<file path="src/ple_pkg.sv">
// Shared types and constants for the positional list engine.
package ple_pkg;

  localparam int CAPACITY_DEF   = 16;
  localparam int DATA_WIDTH_DEF = 8;

  localparam int KIND_W   = 3;
  localparam int VALUE_W  = 8;
  localparam int POS_W    = 5;
  localparam int STATUS_W = 2;
  localparam int COUNT_W  = 5;
  localparam int ELEM_W   = 8;

  // wide enough to index any cell up to the largest supported capacity
  localparam int CELL_IDX_W = 6;

  typedef enum logic [KIND_W-1:0] {
    KIND_INS_FRONT = 3'd0,
    KIND_INS_BACK  = 3'd1,
    KIND_INS_AT    = 3'd2,
    KIND_DEL_FRONT = 3'd3,
    KIND_DEL_BACK  = 3'd4,
    KIND_DEL_AT    = 3'd5,
    KIND_DUMP      = 3'd6
  } ple_kind_t;

  typedef enum logic [STATUS_W-1:0] {
    STAT_OK    = 2'd0,
    STAT_BAD   = 2'd1,
    STAT_EMPTY = 2'd2,
    STAT_FULL  = 2'd3
  } ple_status_t;

  typedef enum logic [1:0] {
    CELL_HOLD,
    CELL_INS,
    CELL_DEL,
    CELL_ROT
  } ple_cell_op_t;

  typedef struct packed {
    ple_cell_op_t            op;
    logic [CELL_IDX_W-1:0]   idx;
  } ple_cell_ctl_t;

  typedef enum logic {
    ST_IDLE,
    ST_DUMP
  } ple_state_t;

endpackage

</file>
<file path="src/ple_cell.sv">
// One storage cell of the shifting list chain.
module ple_cell
  import ple_pkg::*;
#(
  parameter int INDEX      = 0,
  parameter int DATA_WIDTH = DATA_WIDTH_DEF
) (
  input  logic                  clk,
  input  ple_cell_ctl_t         ctl,
  input  logic [DATA_WIDTH-1:0] left_d,
  input  logic [DATA_WIDTH-1:0] right_d,
  input  logic [DATA_WIDTH-1:0] head_d,
  input  logic [DATA_WIDTH-1:0] value_d,
  output logic [DATA_WIDTH-1:0] data_q
);

  localparam logic [CELL_IDX_W-1:0] MY_IDX = CELL_IDX_W'(INDEX);

  logic [DATA_WIDTH-1:0] data_r;
  logic [DATA_WIDTH-1:0] data_nxt;

  always_comb begin
    data_nxt = data_r;
    case (ctl.op)
      CELL_INS: begin
        // open a gap at idx: cells above take their left neighbor
        if (MY_IDX > ctl.idx) begin
          data_nxt = left_d;
        end else if (MY_IDX == ctl.idx) begin
          data_nxt = value_d;
        end
      end
      CELL_DEL: begin
        if (MY_IDX >= ctl.idx) begin
          data_nxt = right_d;
        end
      end
      CELL_ROT: begin
        // idx marks the last held cell, which wraps around to the head
        if (MY_IDX < ctl.idx) begin
          data_nxt = right_d;
        end else if (MY_IDX == ctl.idx) begin
          data_nxt = head_d;
        end
      end
      default: data_nxt = data_r;
    endcase
  end

  always_ff @(posedge clk) begin
    data_r <= data_nxt;
  end

  assign data_q = data_r;

endmodule

</file>
<file path="src/positional_list_engine.sv">
// Top level: command decode, element count and the chain of list cells.
// Edit commands (insert, delete, unused kind) return one result the cycle after the
// transaction, so a new transaction can follow every cycle. The receiver cannot stall results.
// A dump of N elements returns N results on consecutive cycles; busy stays high while the
// dump streams, one rotation step of the cell chain per cycle. An empty dump returns a single final result.
// Reset clears the count and the control state; list cells keep their contents until written.
module positional_list_engine
  import ple_pkg::*;
#(
  parameter int CAPACITY   = CAPACITY_DEF,
  parameter int DATA_WIDTH = DATA_WIDTH_DEF
) (
  input  logic                clk,
  input  logic                rst_n,
  input  logic                start,
  output logic                busy,
  input  logic [KIND_W-1:0]   in_kind,
  input  logic [VALUE_W-1:0]  in_value,
  input  logic [POS_W-1:0]    in_position,
  output logic                out_valid,
  output logic [STATUS_W-1:0] out_status,
  output logic [COUNT_W-1:0]  out_count,
  output logic [ELEM_W-1:0]   out_element,
  output logic                out_last
);

  localparam int CNT_W = $clog2(CAPACITY + 1);
  localparam int CMP_W = ((CNT_W > POS_W) ? CNT_W : POS_W) + 1;

  ple_state_t          state_r, state_nxt;
  logic [CNT_W-1:0]    held_r, held_nxt;
  logic [CNT_W-1:0]    rem_r, rem_nxt;
  logic                out_valid_r, out_valid_nxt;
  ple_status_t         out_status_r, out_status_nxt;
  logic [COUNT_W-1:0]  out_count_r, out_count_nxt;
  logic [ELEM_W-1:0]   out_element_r, out_element_nxt;
  logic                out_last_r, out_last_nxt;
  ple_cell_ctl_t       ctl;

  logic                  accept;
  logic [CMP_W-1:0]      held_x, pos_x, cap_x;
  logic [DATA_WIDTH-1:0] value_d;
  logic [DATA_WIDTH-1:0] cell_q [CAPACITY];

  assign busy    = (state_r == ST_DUMP);
  assign accept  = start && !busy;
  assign held_x  = CMP_W'(held_r);
  assign pos_x   = CMP_W'(in_position);
  assign cap_x   = CMP_W'(CAPACITY);
  assign value_d = DATA_WIDTH'(in_value);

  always_comb begin
    state_nxt       = state_r;
    held_nxt        = held_r;
    rem_nxt         = rem_r;
    ctl.op          = CELL_HOLD;
    ctl.idx         = '0;
    out_valid_nxt   = 1'b0;
    out_status_nxt  = STAT_OK;
    out_element_nxt = '0;
    out_last_nxt    = 1'b0;
    case (state_r)
      ST_IDLE: begin
        if (accept) begin
          out_valid_nxt = 1'b1;
          out_last_nxt  = 1'b1;
          case (in_kind)
            KIND_INS_FRONT, KIND_INS_BACK: begin
              if (held_x >= cap_x) begin
                out_status_nxt = STAT_FULL;
              end else begin
                ctl.op   = CELL_INS;
                ctl.idx  = (in_kind == KIND_INS_FRONT) ? '0 : CELL_IDX_W'(held_x);
                held_nxt = held_r + CNT_W'(1);
              end
            end
            KIND_INS_AT: begin
              if (pos_x == '0 || pos_x > held_x + CMP_W'(1)) begin
                out_status_nxt = STAT_BAD;
              end else if (held_x >= cap_x) begin
                out_status_nxt = STAT_FULL;
              end else begin
                ctl.op   = CELL_INS;
                ctl.idx  = CELL_IDX_W'(pos_x - CMP_W'(1));
                held_nxt = held_r + CNT_W'(1);
              end
            end
            KIND_DEL_FRONT, KIND_DEL_BACK: begin
              if (held_x == '0) begin
                out_status_nxt = STAT_EMPTY;
              end else begin
                ctl.op   = CELL_DEL;
                ctl.idx  = (in_kind == KIND_DEL_FRONT) ? '0
                                                       : CELL_IDX_W'(held_x - CMP_W'(1));
                held_nxt = held_r - CNT_W'(1);
              end
            end
            KIND_DEL_AT: begin
              if (pos_x == '0) begin
                out_status_nxt = STAT_BAD;
              end else if (held_x == '0) begin
                out_status_nxt = STAT_EMPTY;
              end else if (pos_x > held_x) begin
                out_status_nxt = STAT_BAD;
              end else begin
                ctl.op   = CELL_DEL;
                ctl.idx  = CELL_IDX_W'(pos_x - CMP_W'(1));
                held_nxt = held_r - CNT_W'(1);
              end
            end
            KIND_DUMP: begin
              if (held_x != '0) begin
                // emit the head now and rotate the held cells by one
                out_element_nxt = ELEM_W'(cell_q[0]);
                out_last_nxt    = (held_x == CMP_W'(1));
                ctl.op          = CELL_ROT;
                ctl.idx         = CELL_IDX_W'(held_x - CMP_W'(1));
                if (held_x != CMP_W'(1)) begin
                  state_nxt = ST_DUMP;
                  rem_nxt   = held_r - CNT_W'(1);
                end
              end
            end
            default: out_status_nxt = STAT_OK;
          endcase
        end
      end
      ST_DUMP: begin
        out_valid_nxt   = 1'b1;
        out_element_nxt = ELEM_W'(cell_q[0]);
        out_last_nxt    = (rem_r == CNT_W'(1));
        ctl.op          = CELL_ROT;
        ctl.idx         = CELL_IDX_W'(held_x - CMP_W'(1));
        rem_nxt         = rem_r - CNT_W'(1);
        if (rem_r == CNT_W'(1)) begin
          state_nxt = ST_IDLE;
        end
      end
      default: state_nxt = ST_IDLE;
    endcase
    out_count_nxt = COUNT_W'(held_nxt);
  end

  always_ff @(posedge clk) begin
    if (!rst_n) begin
      state_r     <= ST_IDLE;
      held_r      <= '0;
      rem_r       <= '0;
      out_valid_r <= 1'b0;
    end else begin
      state_r     <= state_nxt;
      held_r      <= held_nxt;
      rem_r       <= rem_nxt;
      out_valid_r <= out_valid_nxt;
    end
  end

  always_ff @(posedge clk) begin
    out_status_r  <= out_status_nxt;
    out_count_r   <= out_count_nxt;
    out_element_r <= out_element_nxt;
    out_last_r    <= out_last_nxt;
  end

  for (genvar i = 0; i < CAPACITY; i++) begin : g_cell
    logic [DATA_WIDTH-1:0] left_d;
    logic [DATA_WIDTH-1:0] right_d;

    if (i == 0) begin : g_first
      assign left_d = '0;
    end else begin : g_inner_l
      assign left_d = cell_q[i-1];
    end
    if (i == CAPACITY - 1) begin : g_end
      assign right_d = '0;
    end else begin : g_inner_r
      assign right_d = cell_q[i+1];
    end

    ple_cell #(
      .INDEX      (i),
      .DATA_WIDTH (DATA_WIDTH)
    ) u_cell (
      .clk     (clk),
      .ctl     (ctl),
      .left_d  (left_d),
      .right_d (right_d),
      .head_d  (cell_q[0]),
      .value_d (value_d),
      .data_q  (cell_q[i])
    );
  end

  assign out_valid   = out_valid_r;
  assign out_status  = out_status_r;
  assign out_count   = out_count_r;
  assign out_element = out_element_r;
  assign out_last    = out_last_r;

  // an edit transaction answers with one final result in the next cycle
  a_edit_result: assert property (@(posedge clk) disable iff (!rst_n)
    accept && (in_kind != KIND_DUMP) |=> out_valid && out_last)
    else $error("edit transaction did not produce a final result");

  // a dump stream has no gaps
  a_dump_stream: assert property (@(posedge clk) disable iff (!rst_n)
    out_valid && !out_last |=> out_valid)
    else $error("dump stream broke before its last element");

  a_busy_emits: assert property (@(posedge clk) disable iff (!rst_n)
    busy |=> out_valid)
    else $error("busy cycle did not emit a dump element");

  a_held_bound: assert property (@(posedge clk) disable iff (!rst_n)
    held_x <= cap_x)
    else $error("element count exceeds capacity");

  a_error_final: assert property (@(posedge clk) disable iff (!rst_n)
    out_valid && (out_status != STAT_OK) |-> out_last && (out_element == '0))
    else $error("error result not final or carries an element");

endmodule

</file>
<file path="config.mk">
export PLATFORM = sky130hd
export DESIGN_NAME = positional_list_engine
export DESIGN_NICKNAME = d
export VERILOG_FILES = /design/src/ple_pkg.sv /design/src/ple_cell.sv /design/src/positional_list_engine.sv
export SDC_FILE = /design/constraint.sdc
export NUM_CORES = 1
export LEC_CHECK = 0
export BUFFER_PORTS_ARGS = -buffer_cell sky130_fd_sc_hd__clkbuf_2
export CORE_ASPECT_RATIO = 1.4
export CORE_UTILIZATION = 55
export CTS_CLUSTER_SIZE = 28
export DETAILED_ROUTE_END_ITERATION = 6
export GPL_TIMING_DRIVEN = 1
export PLACE_DENSITY = 0.72
export SYNTH_ARGS = -nofsm -noshare
export SYNTH_HDL_FRONTEND = slang
export SYNTH_SLANG_ARGS = --single-unit
</file>
<file path="constraint.sdc">
create_clock -name clk -period 12.6 [get_ports clk]
set_clock_uncertainty 0.1 [all_clocks]
set_input_delay 0 -clock clk [delete_from_list [all_inputs] [get_ports clk]]
set_output_delay 0 -clock clk [all_outputs]
set_load 0.03 [all_outputs]
</file>
==> metrics.yaml <==
outcome:
  status: "complete, but fails checks"
  violations: "DRC"
clocking:
  cts_buffer_depth: 2
  cts.clk_slew.worst_paths_ns: 0.06
  worstSkewPairLatency_ns: 0.44
  post-cts-setup-buffer-count: 0
  htreeDepth: 4
  cts_inserted_buffers: 17
  clock_sinks: 156
  cts_tree: "built"
  cts_root_buf: "clkbuf_16"
timing:
  final.setup.tns_ns: 0
  fin_crit_sh_pct: 41.8
  hold_viol: 0
  slew_viol_final: 0
  rsz0062_at_grt: "false"
  worst_pin_slew_ns: 1.20
  fmax_mhz: 190
  setup_viol: 0
  maxSlewHeadroom_pct: 19.4
  fin_hold_ws_ns: 0.0687
  fin_crit_ns: 5.26
grt:
  antenna_found_initial: 0
  grt_pass1_vias: 8347
  grt_pass1_wl_um: 48300
  grt_max_degree: 79
  track_usage_pct: 35.8
  overflow: 0
power_and_ir_drop:
  p_per_area_mw_per_mm2: 131
  peakVddDrop_v: 0.0000791
  power.total_uw: 1400
  p_leak_uw: 0.00438
cells_and_area:
  finalNonFillerCells: 1219
  final_common_cell: "edfxtp_1"
  layout_common_cells: "128 x edfxtp_1, 118 x nand2_1, 66 x mux2i_1, 56 x a221o_1"
  syn2layout_area_growth_pct: 8.52
  final_util_pct: 61.1
  nets: 1006
  fill_cells: 1524
  layout-drive-gt1-share_pct: 12.9
  antenna_cells: 0
min_path:
  hold_path.class: "input port to register"
floorplanning:
  die_area_mm2: 0.0184
  chipWidth_um: 115
  die_height_um: 160
  num_rows: 57
  start_util_pct: 56.3
  core_area_mm2: 0.0174
  pin_count: 37
synthesis:
  yosys.cell_types.count: 80
  synth.avg_cell_area_um2: 10.0
  ys_seq_area_share_pct: 44.9
  ys.flop_type: "edfxtp_1"
  synth-edff-count: 128
  ys_seq_elements: 156
  synth-warning-count: 0
  synth_nets: 1015
  synth_cells: 979
  synth_area_mm2: 0.00980
  ys_async_sr_fraction_pct: 0
setup_path:
  r2r_start: "held_r[0]"
  r2r_cells: 12
  crit_path_start: "held_r[0]"
  crit_type: "register to register"
  reg2reg_slack_ns: 7.34
  endpoint_kind: "register"
  crit_end: "g_cell[14].u_cell.data_q[3]"
  cp_max_fo: 27
  worstReg2RegEnd: "g_cell[14].u_cell.data_q[3]"
  cp-start-kind: "register"
  required_ns: 12.56
  crit_arrival_ns: 5.22
route:
  vias: 8566
  dr.first_iter.drc_count: 1045
  ant_nets: 0
  avgRoutedWirePerCell_um: 26.2
  viasPerCell: 7.03
  drt_pass1_iterations: 7
  finalWirelength_um: 32000
  drc: 2
placed_design:
  port_buffers: 36
  hpwl_um: 22400
  dp_cells: 1184
  place.gp.congestion: 0.999
job:
  cap_violations: 0
final cells by class:
cell class / instances / area (um^2) / share of cell area [%]
Sequential cell: 156 / 4400 / 41.4
Inverter: 56 / 210 / 1.98
Timing Repair Buffer: 52 / 308 / 2.89
Multi-Input combinational cell: 687 / 4860 / 45.7
Tap cell: 236 / 295 / 2.78
Clock inverter: 11 / 76.3 / 0.718
Clock buffer: 21 / 482 / 4.53
synth_stat cells (all sizes together) (3+ instances only):
| cell type | count | area (um^2) |
|---|---|---|
| nor3 | 13 | 75.1 |
| nand2b | 4 | 25.0 |
| a21o | 10 | 75.1 |
| mux2i | 66 | 661 |
| a31oi | 9 | 62.6 |
| xnor2 | 4 | 35.0 |
| a221o | 57 | 572 |
| nand3b | 3 | 22.5 |
| and2 | 12 | 77.6 |
| clkbuf | 50 | 188 |
| o31a | 3 | 26.3 |
| o21ai | 51 | 304 |
| inv | 55 | 206 |
| nor2b | 6 | 37.5 |
| or2 | 4 | 25.0 |
| a21boi | 3 | 22.5 |
| a21oi | 55 | 279 |
| nand2 | 118 | 443 |
| o21a | 8 | 60.1 |
| nand3 | 41 | 205 |
| edfxtp | 128 | 3840 |
| nor4 | 3 | 18.8 |
| mux2 | 11 | 124 |
| a22o | 4 | 35.0 |
| buf | 30 | 194 |
| a211oi | 5 | 42.5 |
| a22oi | 9 | 67.6 |
| o2bb2ai | 3 | 26.3 |
| o22ai | 10 | 62.6 |
| o221ai | 41 | 359 |
| dfxtp | 28 | 561 |
| o211ai | 13 | 97.6 |
| a32oi | 18 | 158 |
| nor2 | 45 | 169 |
| and3 | 5 | 31.3 |
| ha | 17 | 213 |
per-layer routing:
layer / vias to the layer above / GRT usage [%] / routed length (um)
met5: - / 0 / 0
met4: 0 / 26.6 / 2470
met3: 165 / 6.94 / 3050
met2: 606 / 58.0 / 15300
met1: 4009 / 41.9 / 11200
li1: 3786 / - / -
sequential cells by signal, summed over array words and instances, names as in the netlist:
| register | count |
|---|---|
| busy | 1 |
| out_status | 2 |
| g_cell.u_cell.data_q | 128 |
| out_count | 5 |
| out_element | 8 |
| out_valid | 1 |
| rem_r | 5 |
| held_r | 5 |
| out_last | 1 |
worst min path at each step:
stage,to,cells after the start,slack [ns],from
2_1_floorplan,out_valid,1,0.02,start
3_3_place_gp,out_valid,2,0.24,start
3_5_place_dp,out_valid,2,0.25,start
4_1_cts,g_cell[9].u_cell.data_q[1],3,0.04,in_value[1]
5_1_grt,g_cell[9].u_cell.data_q[1],3,0.07,in_value[1]
6_report,g_cell[9].u_cell.data_q[1],3,0.07,in_value[1]
report_power, final:
part           internal [uW]  switching (uW)  total (uW)
logic                   90.9             159         250
clock network            276             220         496
registers                617            33.5         651
total                    984             413        1400
timing repair:
item | 4_1_cts | 5_1_grt
gates resized for setup | 0 | 0
setup endpoints to repair | 0 | 0
endpoints found under the hold margin | 13 | 0
hold buffers | 3 | 0
logic make-up after synthesis:
family,share of synthesized area (%)
DFF,44.9
muxes,8.01
buffers and inverters,6.04
adders and majority gates,2.17
AOI/OAI and AO/OA,25.6
and+or+nand+nor,12.7
xor gates and xnor gates,0.536
critical path: stages, from the launching register on:
cell and delay [ns]:
dfxtp_1 0.58, inv_1 0.23, ha_1 0.41, inv_1 0.09, ha_1 0.32, nor2b_1 0.12
o21ai_0 0.10, a32oi_1 0.41, o21ai_4 0.17, a21o_1 0.45, a41oi_2 0.93, nor3_1 0.14
nor3_1 0.82
stage by stage:
step | worst slack (ns) | area [um^2]
after floorplan | 8.30 | 9800
after global placement | 7.50 | 10000
after detailed placement | 7.36 | 10000
after CTS | 7.33 | 10600
after global routing | 6.77 | 10600
final | 7.34 | 10600
No activity file was read; power rests on OpenSTA's default activity.
